<file path="src/sv/rtnh_pkg.sv">
// Shared types, constants and fixed-point helpers for the ray/triangle nearest-hit unit.
// No dependencies; every other file imports this package.
package rtnh_pkg;

	localparam int FRAC_BITS = 16;
	localparam int MAX_TRI   = 16;
	localparam int SLOT_W    = 4;
	localparam int CNT_W     = 5;
	localparam int DIV_W     = 32 + FRAC_BITS;
	localparam int DCNT_W    = $clog2(DIV_W);
	localparam int WK_AW     = 5;
	localparam int NUM_UOPS  = 24;

	localparam logic [1:0] ACT_VERTEX   = 2'd0;
	localparam logic [1:0] ACT_MATERIAL = 2'd1;
	localparam logic [1:0] ACT_CAST     = 2'd2;
	localparam logic [1:0] CORNER_LAST  = 2'd2;

	typedef logic signed [31:0] fx_t;
	typedef struct packed {
		fx_t x;
		fx_t y;
		fx_t z;
	} vec_t;
	typedef vec_t [2:0] vrow_t;
	typedef struct packed {
		logic [7:0] r;
		logic [7:0] g;
		logic [7:0] b;
		logic       refl;
	} mat_t;
	typedef struct packed {
		logic              vert_we;
		logic              mat_we;
		logic [SLOT_W-1:0] slot;
		logic [1:0]        corner;
		vec_t              vtx;
		mat_t              mat;
	} store_wr_t;

	// Scratch memory map for one triangle.
	localparam logic [WK_AW-1:0] WK_A   = 5'd0;
	localparam logic [WK_AW-1:0] WK_B   = 5'd1;
	localparam logic [WK_AW-1:0] WK_C   = 5'd2;
	localparam logic [WK_AW-1:0] WK_D   = 5'd3;
	localparam logic [WK_AW-1:0] WK_E   = 5'd4;
	localparam logic [WK_AW-1:0] WK_F   = 5'd5;
	localparam logic [WK_AW-1:0] WK_J   = 5'd6;
	localparam logic [WK_AW-1:0] WK_K   = 5'd7;
	localparam logic [WK_AW-1:0] WK_L   = 5'd8;
	localparam logic [WK_AW-1:0] WK_GX  = 5'd9;
	localparam logic [WK_AW-1:0] WK_GY  = 5'd10;
	localparam logic [WK_AW-1:0] WK_GZ  = 5'd11;
	localparam logic [WK_AW-1:0] WK_EI  = 5'd12;
	localparam logic [WK_AW-1:0] WK_GF  = 5'd13;
	localparam logic [WK_AW-1:0] WK_DH  = 5'd14;
	localparam logic [WK_AW-1:0] WK_AK  = 5'd15;
	localparam logic [WK_AW-1:0] WK_JC  = 5'd16;
	localparam logic [WK_AW-1:0] WK_BL  = 5'd17;
	localparam logic [WK_AW-1:0] WK_DET = 5'd18;
	localparam logic [WK_AW-1:0] WK_TN  = 5'd19;
	localparam logic [WK_AW-1:0] WK_GN  = 5'd20;
	localparam logic [WK_AW-1:0] WK_BN  = 5'd21;

	localparam logic [2:0] OP_FIRST = 3'd0;
	localparam logic [2:0] OP_ADD   = 3'd1;
	localparam logic [2:0] OP_SUB   = 3'd2;
	localparam logic [2:0] OP_ADDW  = 3'd3;
	localparam logic [2:0] OP_ADDN  = 3'd4;

	typedef struct packed {
		logic [WK_AW-1:0] a;
		logic [WK_AW-1:0] b;
		logic [2:0]       mode;
		logic [WK_AW-1:0] dst;
	} uop_t;

	function automatic uop_t uop(input logic [4:0] k);
		uop_t u;
		u = '{WK_A, WK_A, OP_FIRST, WK_A};
		case (k)
			5'd0:  u = '{WK_E,  WK_GZ, OP_FIRST, WK_EI};
			5'd1:  u = '{WK_GY, WK_F,  OP_SUB,   WK_EI};
			5'd2:  u = '{WK_GX, WK_F,  OP_FIRST, WK_GF};
			5'd3:  u = '{WK_D,  WK_GZ, OP_SUB,   WK_GF};
			5'd4:  u = '{WK_D,  WK_GY, OP_FIRST, WK_DH};
			5'd5:  u = '{WK_E,  WK_GX, OP_SUB,   WK_DH};
			5'd6:  u = '{WK_A,  WK_K,  OP_FIRST, WK_AK};
			5'd7:  u = '{WK_J,  WK_B,  OP_SUB,   WK_AK};
			5'd8:  u = '{WK_J,  WK_C,  OP_FIRST, WK_JC};
			5'd9:  u = '{WK_A,  WK_L,  OP_SUB,   WK_JC};
			5'd10: u = '{WK_B,  WK_L,  OP_FIRST, WK_BL};
			5'd11: u = '{WK_K,  WK_C,  OP_SUB,   WK_BL};
			5'd12: u = '{WK_A,  WK_EI, OP_FIRST, WK_DET};
			5'd13: u = '{WK_B,  WK_GF, OP_ADD,   WK_DET};
			5'd14: u = '{WK_C,  WK_DH, OP_ADDW,  WK_DET};
			5'd15: u = '{WK_F,  WK_AK, OP_FIRST, WK_TN};
			5'd16: u = '{WK_E,  WK_JC, OP_ADD,   WK_TN};
			5'd17: u = '{WK_D,  WK_BL, OP_ADDN,  WK_TN};
			5'd18: u = '{WK_GZ, WK_AK, OP_FIRST, WK_GN};
			5'd19: u = '{WK_GY, WK_JC, OP_ADD,   WK_GN};
			5'd20: u = '{WK_GX, WK_BL, OP_ADDW,  WK_GN};
			5'd21: u = '{WK_J,  WK_EI, OP_FIRST, WK_BN};
			5'd22: u = '{WK_K,  WK_GF, OP_ADD,   WK_BN};
			5'd23: u = '{WK_L,  WK_DH, OP_ADDW,  WK_BN};
			default: u = '{WK_A, WK_A, OP_FIRST, WK_A};
		endcase
		return u;
	endfunction

	localparam fx_t FX_MAX = 32'sh7FFF_FFFF;
	localparam fx_t FX_MIN = 32'sh8000_0000;
	localparam fx_t FX_ONE = fx_t'(1) <<< FRAC_BITS;

	function automatic fx_t sat33(input logic signed [32:0] v);
		if (v[32] != v[31]) begin
			return v[32] ? FX_MIN : FX_MAX;
		end
		return v[31:0];
	endfunction

	function automatic fx_t fadd(input fx_t a, input fx_t b);
		return sat33({a[31], a} + {b[31], b});
	endfunction

	function automatic fx_t fsub(input fx_t a, input fx_t b);
		return sat33({a[31], a} - {b[31], b});
	endfunction

	function automatic fx_t fneg(input fx_t a);
		return sat33(-{a[31], a});
	endfunction

	// Floor shift of a full product, then saturation to 32 bits.
	function automatic fx_t fmul_fin(input logic signed [63:0] p);
		logic signed [63:0] sh;
		sh = p >>> FRAC_BITS;
		if ((&sh[63:31]) || !(|sh[63:31])) begin
			return sh[31:0];
		end
		return sh[63] ? FX_MIN : FX_MAX;
	endfunction

	function automatic logic [7:0] to_channel(input fx_t v);
		fx_t q;
		q = v >>> FRAC_BITS;
		if (q < 0) begin
			return 8'd0;
		end
		if (q > 32'sd255) begin
			return 8'd255;
		end
		return q[7:0];
	endfunction

endpackage

</file>
<file path="src/sv/rtnh_div.sv">
// Radix-2 restoring divider: (num << FRAC_BITS) / den, truncated and saturated to 32 bits.
// Depends on rtnh_pkg.
module rtnh_div (
	input  logic         clk,
	input  logic         arst_n,
	input  logic         start,
	input  rtnh_pkg::fx_t num,
	input  rtnh_pkg::fx_t den,
	output logic         done,
	output rtnh_pkg::fx_t quo
);
	import rtnh_pkg::*;

	logic              run_q;
	logic              done_q;
	logic [DCNT_W-1:0] cnt_q;
	logic [31:0]       rem_q;
	logic [31:0]       dmag_q;
	logic [DIV_W-1:0]  qsh_q;
	logic              neg_q;
	logic [32:0]       rem_sh;
	logic              ge;
	logic [32:0]       rem_sub;
	logic [31:0]       nmag;

	assign nmag    = num[31] ? 32'(-num) : 32'(num);
	assign rem_sh  = {rem_q, qsh_q[DIV_W-1]};
	assign ge      = rem_sh >= {1'b0, dmag_q};
	assign rem_sub = rem_sh - {1'b0, dmag_q};

	always_ff @(posedge clk or negedge arst_n) begin
		if (!arst_n) begin
			run_q  <= 1'b0;
			done_q <= 1'b0;
			cnt_q  <= '0;
		end else begin
			done_q <= 1'b0;
			if (start) begin
				run_q <= 1'b1;
				cnt_q <= '0;
			end else if (run_q) begin
				cnt_q <= cnt_q + 1'b1;
				if (cnt_q == DCNT_W'(DIV_W - 1)) begin
					run_q  <= 1'b0;
					done_q <= 1'b1;
				end
			end
		end
	end

	always_ff @(posedge clk) begin
		if (start) begin
			dmag_q <= den[31] ? 32'(-den) : 32'(den);
			qsh_q  <= {nmag, {FRAC_BITS{1'b0}}};
			rem_q  <= '0;
			neg_q  <= num[31] ^ den[31];
		end else if (run_q) begin
			rem_q <= ge ? rem_sub[31:0] : rem_sh[31:0];
			qsh_q <= {qsh_q[DIV_W-2:0], ge};
		end
	end

	always_comb begin
		if (|qsh_q[DIV_W-1:31]) begin
			quo = neg_q ? FX_MIN : FX_MAX;
		end else if (neg_q) begin
			quo = -$signed({1'b0, qsh_q[30:0]});
		end else begin
			quo = $signed({1'b0, qsh_q[30:0]});
		end
	end

	assign done = done_q;

endmodule

</file>
<file path="config.mk">
export PLATFORM = sky130hd
export DESIGN_NAME = rtnh_div
export DESIGN_NICKNAME = d
export VERILOG_FILES = /design/src/sv/rtnh_pkg.sv /design/src/sv/rtnh_div.sv
export SDC_FILE = /design/constraint.sdc
export NUM_CORES = 1
export LEC_CHECK = 0
export ABC_AREA = 0
export ABC_CLOCK_PERIOD_IN_PS = 4280
export BUFFER_PORTS_ARGS = -buffer_cell sky130_fd_sc_hd__buf_2
export CORE_MARGIN = 2
export CORE_UTILIZATION = 35
export DETAILED_ROUTE_END_ITERATION = 8
export GPL_ROUTABILITY_DRIVEN = 0
export PLACE_DENSITY = 0.54
export SYNTH_ARGS = -nofsm -noshare
export SYNTH_HDL_FRONTEND = slang
export SYNTH_SLANG_ARGS = --single-unit
</file>
<file path="constraint.sdc">
create_clock -name clk -period 4.28 [get_ports clk]
set_input_delay 0.856 -clock clk [delete_from_list [all_inputs] [get_ports clk]]
set_output_delay 0.856 -clock clk [all_outputs]
set_load 0.005 [all_outputs]
</file>
==> flow_summary_export.csv, run 1 <==
group,metric,value,unit
outcome,status,"complete, no violations",
clocking,cts_hold_buffers,0,
timing,rsz0062_at_grt,"no",
pwr,cellPowerDensity,334.8,nW/um2
hold_path,hp-class,"in2async",
final_layout,drive_gt1_share,15.09,%
floorplan,rows,57,
setup_path,required,3.42,ns
clocking,clk_pin_slew,0.05,ns
drt,via_per_inst,5.200,
clocking,cts_buffer_depth,2,
timing,setup_tns,0,ns
timing,max_freq,246.7,MHz
clocking,cts_max_level,4,
setup_path,cp_max_fo,8,
clocking,cts_resized,0,
global_route,grt_first_pass_wirelength,33.52,mm
synthesis,yosysTopAreaCell,"edfxtp_1",
synthesis,syn_area_per_cell,8.848,um2
drt,first_pass_iters,5,
run,drv_cap,0,
setup_path,crit_slowest_cell,"or4_4",
floorplan,initial_utilization,35.54,%
floorplan,die_h,160.9,um
global_route,grt_pass1_vias,6542,
setup_path,endpoint_kind,"output port",
timing,worst_pin_slew,0.9023,ns
setup_path,cpMostUsedCell,"or3_4",
floorplan,fp.dieW,160.9,um
floorplan,coreArea,24250,um2
synthesis,ys_ff_latch,121,
floorplan,dieArea,25900,um2
pwr,leakagePower,4.118,nW
synthesis,yosys.area_share.simple,17.45,%
setup_path,worstPathCellList,"or3_1, or3_4, or3_4, or4_4, or2_4, o41ai_2, xor2_1, buf_2",
clocking,clkLatencyLatePin,0.41,ns
setup_path,worstPathArrival,3.20,ns
placement,pre_cts_ws,0.5573,ns
drt,wl_per_cell,14.72,um
setup_path,r2r-start,"dmag_q[20]$_DFFE_PP_",
final_layout,instances_no_fill,1392,
timing,final.setup_skew,0.01078,ns
synthesis,synthDistinctLibCells,66,
global_route,overflow,0,
synthesis,syn_area,8618,um2
setup_path,critical_path_class,"reg2out",
synthesis,syn_inst,974,
clocking,numCtsBuffers,17,
clocking,clkSinkCount,121,
synthesis,ys_seq_area_share,36.12,%
synthesis,synth-compound-area-share,20.72,%
global_route,grt_max_degree,87,
synthesis,synth_mux_area_share,5.488,%
placement,port_buffers,99,
placement,hpwl,15.19,mm
drt,drc,0,
timing,relSlewSlack,39.63,%
synthesis,postSynth.asyncResetShare,6.612,%
timing,layout_setup_ws,0.2273,ns
timing,hold_viol,0,
setup_path,start_kind,"flip-flop",
timing,holdWs,0.2828,ns
setup_path,cp_top_family,"simple AND/OR/NAND/NOR gates",
final_layout,area_growth,16.71,%
pwr,vdd_drop_max,0.1514,mV
setup_path,crit_buf_inv,1,
setup_path,setup.worst_path.start,"qsh_q[2]$_SDFFE_PP0P_",
timing,finalCritPeriodShare,94.69,%
setup_path,critical-path-max-stage-delay,0.48,ns
timing,setup_viol,0,
synthesis,synth_edf_count,65,
synthesis,synth_top_family_by_area,"compound AO/OA/AOI/OAI gates",
clocking,root_buffer,"clkbuf_16",
synthesis,synth_common_cells,"nor2_1, nand2_1, xnor2_1, edfxtp_1, inv_1",
synthesis,yosys.cell_count.top_type,"nor2_1",
synthesis,yosysWarnings,0,
drt,drt-initial-drc-count,367,
global_route,grt_antenna_before_repair,1,
synthesis,synth_adder_area_share,5.459,%
synthesis,synth_area_leaders,"edfxtp_1, dfxtp_1, xnor2_1, ha_1, mux2i_1",
drt,antenna_left,0,
timing,maxSlewViolCount,0,
synthesis,synth_top_area_share,22.65,%
synthesis,syn_nets,1078,
timing,layout_min_cycle_time,4.053,ns
synthesis,synthXorXnorAreaFrac,10.06,%
final_layout,nets,1158,
clocking,cts_setup_buffers,0,
clocking,cts_tree,"done",
global_route,grt_usage,15.85,%
drt,postRouteWirelength,20.49,mm
floorplan,pin_count,100,
synthesis,synth_flop_cell,"edfxtp_1",
placement,dp_cells,1359,
drt,num_vias,7239,
-- metal layers --
layer | vias up | wire length [um] | GRT usage (%)
met5 | - | 0 | 0
met4 | 0 | 327 | 4.830
met3 | 21 | 780 | 2.789
met2 | 158 | 8853 | 24.01
met1 | 3344 | 10530 | 22.98
li1 | 3716 | - | -
-- state kept, by name (all words and copies together), names as in the netlist --
name	count
dmag_q	32
qsh_q	48
rem_q	32
neg_q	1
cnt_q	6
run_q	1
done	1
-- area by class of cell --
type	instances	area [um2]
Antenna cell	1	2.502
Clock buffer	18	429.2
Clock inverter	14	178.9
Fill cell	2469	14190
Inverter	58	217.7
Multi-Input combinational cell	747	5112
Sequential cell	121	3114
Tap cell	324	405.4
Timing Repair Buffer	109	598.1
-- cell usage in the layout (no fill, tap or decap), drive strengths merged, types with 6 or more instances in the layout --
cell    instances
nand3          19
clkbuf         18
or3            33
buf           109
a21oi          39
o311ai         12
nand2          91
nor2           97
ha             36
nand2b         13
o21ai          56
inv            59
a211oi         27
dfrtp           8
a22o           31
xnor2          83
nor4            8
a31oi          10
a21o            8
o21a            6
xor2           16
mux2i          45
clkinv          7
nor3           15
o31ai          26
or4            10
edfxtp         65
o41ai          10
dfxtp          48
-- path summary, 6_finish.rpt --
kind	endpoint	slack [ns]	depth (start not counted)
max	quo[20]	0.23	8
min	done$_DFF_PN0_	0.28	1
max reg2reg	rem_q[6]$_SDFFE_PP0P_	0.70	12
min reg2reg	rem_q[20]$_SDFFE_PP0P_	0.48	2
max in group asynchronous	run_q$_DFF_PN0_	3.81	1
min in group clk	rem_q[20]$_SDFFE_PP0P_	0.48	2
-- stage by stage --
| step | util (%) | cell area [um2] | total power, mW |
|---|---|---|---|
| floorplan | - | 8618 | 1.718 |
| global placement | 38.93 | 9439 | 1.906 |
| detailed placement | 38.93 | 9439 | 1.908 |
| CTS | 41.43 | 10050 | 3.404 |
| global route | 41.48 | 10060 | 3.523 |
| finish | 41.48 | 10060 | 3.368 |
-- logic make-up after synthesis --
group / count (synthesis)
compound gates: 253
fa+ha+maj: 37
flops: 121
mux: 47
xor+xnor: 99
buf+inv: 106
simple gates: 311
-- report_power, final --
part	leakage [nW]	switching [mW]	total (mW)	internal (mW)
combinational	2.66	0.283	0.512	0.229
clock	0.293	0.518	1.48	0.966
sequential	1.17	0.0548	1.37	1.32
total	4.12	0.856	3.37	2.51
No activity file was read; power rests on OpenSTA's default activity.
==> inputs of run 2 (changes only) <==
--- a/config.mk
+++ b/config.mk
@@ -8,7 +8,7 @@
 export ABC_AREA = 0
 export ABC_CLOCK_PERIOD_IN_PS = 4280
 export BUFFER_PORTS_ARGS = -buffer_cell sky130_fd_sc_hd__buf_2
-export CORE_MARGIN = 2
+export CORE_ASPECT_RATIO = 1.75
 export CORE_UTILIZATION = 35
 export DETAILED_ROUTE_END_ITERATION = 8
 export GPL_ROUTABILITY_DRIVEN = 0
==> flow_summary_export.csv, run 2 (synthesis gave the netlist of run 1 again) <==
group,metric,value,unit
outcome,status,"complete, no violations",
clocking,root_buffer,"clkbuf_16",
timing,layout_setup_ws,0.1520,ns
timing,worst_pin_slew,0.7593,ns
floorplan,coreArea,24120,um2
drt,antenna_left,0,
pwr,switching_share,25.36,%
timing,layout_min_cycle_time,4.128,ns
pwr,p_total,3.374,mW
timing,final.setup_skew,0.01899,ns
final_layout,final_cell_mix,"buf_2, nor2_1, nand2_1",
setup_path,r2r_cells,12,
clocking,clkSinkCount,121,
timing,finalCritPeriodShare,96.45,%
floorplan,die_h,209.6,um
global_route,grt_first_pass_wirelength,35.86,mm
floorplan,pin_count,100,
timing,max_freq,242.2,MHz
setup_path,worstSetupPathDepth,10,
setup_path,required,3.42,ns
global_route,use_met1,18.35,%
clocking,clk_pin_slew,0.06,ns
clocking,cts_buffer_depth,2,
final_layout,regMostFlops,"qsh_q",
pwr,vdd_drop_max,0.2746,mV
floorplan,dieArea,25280,um2
global_route,grtUsageMet3,3.125,%
global_route,grt_usage,17.95,%
run,drv_cap,0,
clocking,cts_max_level,4,
clocking,numCtsBuffers,17,
pwr,p_comb_share,15.0,%
setup_path,cp_max_fo,7,
final_layout,reg.largest.list,"qsh_q: 48 flops, dmag_q: 32 flops, rem_q: 32 flops",
setup_path,cpMostUsedCell,"or3_1",
pwr,cellPowerDensity,335.8,nW/um2
setup_path,endpoint_kind,"output port",
floorplan,fp.dieW,120.6,um
global_route,grt_pass1_vias,7260,
placement,hpwl,16.53,mm
setup_path,worstPathArrival,3.27,ns
final_layout,layout.cells.most_common,"buf_2",
drt,wl_per_cell,15.79,um
hold_path,hp-class,"in2async",
pwr,leakagePower,4.131,nW
drt,first_pass_iters,4,
final_layout,nets,1161,
clocking,cts_tree,"done",
global_route,global_route.peak_usage_layer,"met2",
timing,maxSlewViolCount,0,
placement,port_buffers,99,
placement,pre_cts_ws,0.4866,ns
drt,num_vias,7329,
setup_path,start_kind,"flip-flop",
drt,drt-initial-drc-count,327,
global_route,overflow,0,
floorplan,rows,75,
setup_path,critical_path_class,"reg2out",
global_route,grt_antenna_before_repair,0,
setup_path,crit_slowest_cell,"or3_1",
timing,setup_viol,0,
timing,setup_tns,0,ns
drt,postRouteWirelength,21.75,mm
drt,via_per_inst,5.319,
drt,drc,0,
placement,dpl_cell_area,9402,um2
setup_path,crit_buf_inv,2,
setup_path,cp_top_family,"simple AND/OR/NAND/NOR gates",
final_layout,area_growth,16.61,%
final_layout,final_cell_area,10050,um2
final_layout,largest_reg_flops,48,
global_route,grt_max_degree,66,
final_layout,postLayoutCoreUtil,41.67,%
setup_path,critical-path-max-stage-delay,0.40,ns
setup_path,worstPathCellList,"or3_1, or3_1, or3_1, or3_4, o41ai_4, buf_4, nand2_1, a21oi_2, xor2_1, buf_2",
pwr,intPower,2.519,mW
pwr,clock_power_share,44.1,%
floorplan,initial_utilization,35.74,%
timing,hold_viol,0,
pwr,seqPwrFrac,40.9,%
timing,relSlewSlack,49.38,%
pwr,p_sw,0.8556,mW
clocking,clkLatencyLatePin,0.42,ns
global_route,met2_usage,34.74,%
final_layout,n_antenna_cell,0,
final_layout,drive_gt1_share,15.70,%
-- run 2: cell types whose count changed in the layout (fill, tap and decap cells not counted) --
cell      previous run  this run
diode_2              1         0
a21oi_1             39        38
clkbuf_1             1         3
nor3_1              14        13
buf_4                9        14
clkinv_2             3         4
nor4_2               0         1
nor4_1               8         7
buf_12               2         0
inv_6                1         2
clkinv_4             1         0
clkinv_1             3         0
a21oi_2              0         1
nor3_2               1         2
-- run 2: area by class of cell --
cell class,count,area [um2]
clock buffers,20,436.7
clock inverters,12,172.7
fillers,2451,14070
inverters,58,217.7
multi-input cells,747,5127
flip-flops and latches,121,3114
well taps,308,385.4
repair buffers,112,595.6
-- run 2: power by group through the flow --
stage	clock network (mW)	registers (mW)	logic [mW]
finish	1.49	1.38	0.507
global placement	0	1.40	0.503
CTS	1.54	1.38	0.509
detailed placement	0	1.40	0.508
floorplan	0	1.37	0.348
global route	1.58	1.39	0.573
-- run 2: through the flow --
stage          instances  hold slack, ns
2_1_floorplan        974          0.4499
3_3_place_gp        1344          0.4691
5_1_grt             1378          0.2519
6_report            1378          0.2759
3_5_place_dp        1344          0.4744
4_1_cts             1376          0.2445
-- run 2: final timing paths --
| check | from | endpoint | slack [ns] |
|---|---|---|---|
| setup / recovery | qsh_q[2]$_SDFFE_PP0P_ | quo[29] | 0.15 |
| hold / removal | arst_n | cnt_q[2]$_DFFE_PN0P_ | 0.28 |
| setup reg to reg | qsh_q[47]$_DFFE_PP_ | rem_q[20]$_SDFFE_PP0P_ | 0.87 |
| hold reg to reg | rem_q[20]$_SDFFE_PP0P_ | rem_q[20]$_SDFFE_PP0P_ | 0.48 |
| max in group asynchronous | arst_n | run_q$_DFF_PN0_ | 3.82 |
| min in group clk | rem_q[20]$_SDFFE_PP0P_ | rem_q[20]$_SDFFE_PP0P_ | 0.48 |
-- run 2: timing repair --
| action | 4_1_cts | 5_1_grt |
|---|---|---|
| gates resized for setup | 0 | 5 |
| hold buffers | 0 | 0 |
| setup buffers | 0 | 2 |
| endpoints found under the setup margin | 0 | 9 |
| hold endpoints to repair | 0 | 0 |
-- run 2: layer usage --
metal  wire length (um)  share of wire (%)
met5                  0                  0
met4                495                2.3
met1               8497                 39
met2              12170                 56
met3                588                2.7
==> inputs of run 3 (changes only) <==
==> constraint.sdc (replaced) <==
create_clock -name clk -period 4.28 [get_ports clk]
set_input_delay 0.856 -clock clk [delete_from_list [all_inputs] [get_ports clk]]
set_output_delay 0.856 -clock clk [all_outputs]
set_load 0.1 [all_outputs]
==> flow_summary_export.csv, run 3 (synthesis gave the netlist of run 1 again) <==
group,metric,value,unit
final_layout,n_antenna_cell,0,
placement,dpl_cell_area,9851,um2
final_layout,fillCellCount,2312,
clocking,cts_buffer_depth,2,
timing,holdWs,0.2633,ns
setup_path,required,3.42,ns
placement,hpwl,16.92,mm
setup_path,start_kind,"flip-flop",
setup_path,endpoint_kind,"output port",
timing,hold_viol,0,
floorplan,rows,75,
timing,layout_min_cycle_time,4.208,ns
global_route,grt_pass1_vias,7386,
timing,relSlewSlack,28.15,%
setup_path,critical_path_class,"reg2out",
floorplan,dieArea,25280,um2
final_layout,drive_gt1_share,18.14,%
timing,rsz0062_at_grt,"yes",
clocking,clk_pin_slew,0.06,ns
global_route,overflow,0,
outcome,status,"complete, no violations",
clocking,cts_max_level,4,
setup_path,cp_top_family,"simple AND/OR/NAND/NOR gates",
floorplan,coreArea,24120,um2
setup_path,crit_buf_inv,2,
final_layout,final_cell_area,10670,um2
final_layout,layout.cells.most_common,"nor2_1",
placement,port_buffers,99,
timing,max_freq,237.7,MHz
drt,first_pass_iters,5,
final_layout,final_cell_mix,"nor2_1, nand2_1, xnor2_1",
global_route,grt_usage,18.25,%
hold_path,hp-class,"in2async",
clocking,clkSinkCount,121,
global_route,grt_antenna_before_repair,0,
clocking,cts_hold_buffers,0,
final_layout,regMostFlops,"qsh_q",
global_route,grt_first_pass_wirelength,35.82,mm
final_layout,reg.largest.list,"qsh_q: 48 flops, dmag_q: 32 flops, rem_q: 32 flops",
floorplan,fp.dieW,120.6,um
drt,num_vias,7444,
timing,final.setup_skew,0.009048,ns
final_layout,seq_area,3120,um2
setup_path,cpMostUsedCell,"or3_4",
timing,maxSlewViolCount,0,
setup_path,r2r-start,"dmag_q[20]$_DFFE_PP_",
timing,worst_pin_slew,1.078,ns
drt,wl_per_cell,16.16,um
pwr,vdd_drop_max,0.2720,mV
pwr,cellPowerDensity,366.7,nW/um2
setup_path,setup.worst_path.start,"qsh_q[2]$_SDFFE_PP0P_",
final_layout,area_growth,23.77,%
drt,drt-initial-drc-count,378,
setup_path,critical-path-max-stage-delay,0.41,ns
setup_path,worstPathCellList,"or3_4, or3_4, or3_4, or3_4, o41ai_4, buf_4, and3_4, xor2_4, buf_12",
final_layout,largest_reg_flops,48,
clocking,numCtsBuffers,17,
drt,postRouteWirelength,22.34,mm
final_layout,nets,1166,
clocking,root_buffer,"clkbuf_16",
timing,setup_viol,0,
run,drv_cap,0,
floorplan,die_h,209.6,um
drt,antenna_left,0,
clocking,clkLatencyLatePin,0.43,ns
timing,finalCritPeriodShare,98.31,%
drt,drc,0,
global_route,grt_max_degree,105,
setup_path,crit_slowest_cell,"or3_4",
final_layout,multi_input_area,5266,um2
drt,via_per_inst,5.383,
floorplan,pin_count,100,
floorplan,initial_utilization,35.74,%
setup_path,worstPathArrival,3.35,ns
clocking,cts_tree,"done",
setup_path,cp_max_fo,7,
pwr,leakagePower,4.362,nW
## run 3: cell types whose count changed in the layout (fill, tap and decap cells not counted), sizes merged
| cell | change |
|---|---|
| buf | +2 |
| inv | +2 |
| bufbuf | +1 |
| clkbuf | -1 |
| clkinvlp | -1 |
| bufinv | +2 |
## run 3: final timing paths
path / depth (start not counted) / to / slack (ns)
setup / recovery: 9 / quo[21] / 0.07
hold / removal: 1 / done$_DFF_PN0_ / 0.26
setup reg to reg: 12 / rem_q[17]$_SDFFE_PP0P_ / 0.86
hold reg to reg: 2 / rem_q[20]$_SDFFE_PP0P_ / 0.48
max in group asynchronous: 1 / run_q$_DFF_PN0_ / 3.83
min in group clk: 2 / rem_q[20]$_SDFFE_PP0P_ / 0.48
## run 3: power breakdown
part | total [mW] | internal (mW) | switching, mW
combinational | 0.879 | 0.327 | 0.553
sequential | 1.38 | 1.32 | 0.0659
clock | 1.65 | 1.09 | 0.556
total | 3.91 | 2.74 | 1.17
## run 3: area by class of cell
cell class / instances / area share [%]
clock inverter: 15 / 2.299
inverter: 58 / 2.041
clock buffer: 17 / 3.988
timing repair buffer: 117 / 9.431
sequential: 121 / 29.26
multi-input combinational: 747 / 49.37
tap: 308 / 3.613
## run 3: metrics by stage
stage	instances	worst slack, ns	total power, mW	util [%]	setup TNS (ns)
after floorplan	974	-0.5563	1.979	-	-5.533
after global placement	1346	0.3200	2.267	40.85	0
after detailed placement	1346	0.3127	2.272	40.85	0
after CTS	1379	0.008904	3.945	43.84	0
after global routing	1383	-0.04956	4.065	44.23	-0.06816
final	1383	0.07218	3.911	44.23	0
## run 3: repair_timing
item	CTS	global route
resized for setup	10	13
endpoints found under the setup margin	11	12
pin swaps	1	4
buffers inserted	1	4
## run 3: worst register-to-register path, cell delays in order, from the launching register on
cell and delay, ns:
edfxtp_1 0.33, inv_1 0.04, ha_1 0.39, nand2_1 0.18, or3_1 0.44, nor2_1 0.24
nand3_1 0.13, o211a_1 0.22, a21oi_1 0.19, or3_2 0.51, buf_12 0.26, mux2i_1 0.24
a211oi_1 0.09
## run 3: per-layer routing
metal  up-vias  track usage [%]  routed length [um]
met5         -                0                   0
met4         0            10.26                 827
met3        48            2.772                 614
met2       158            35.37               12530
met1      3504            17.97                8376
li1       3734                -                   -
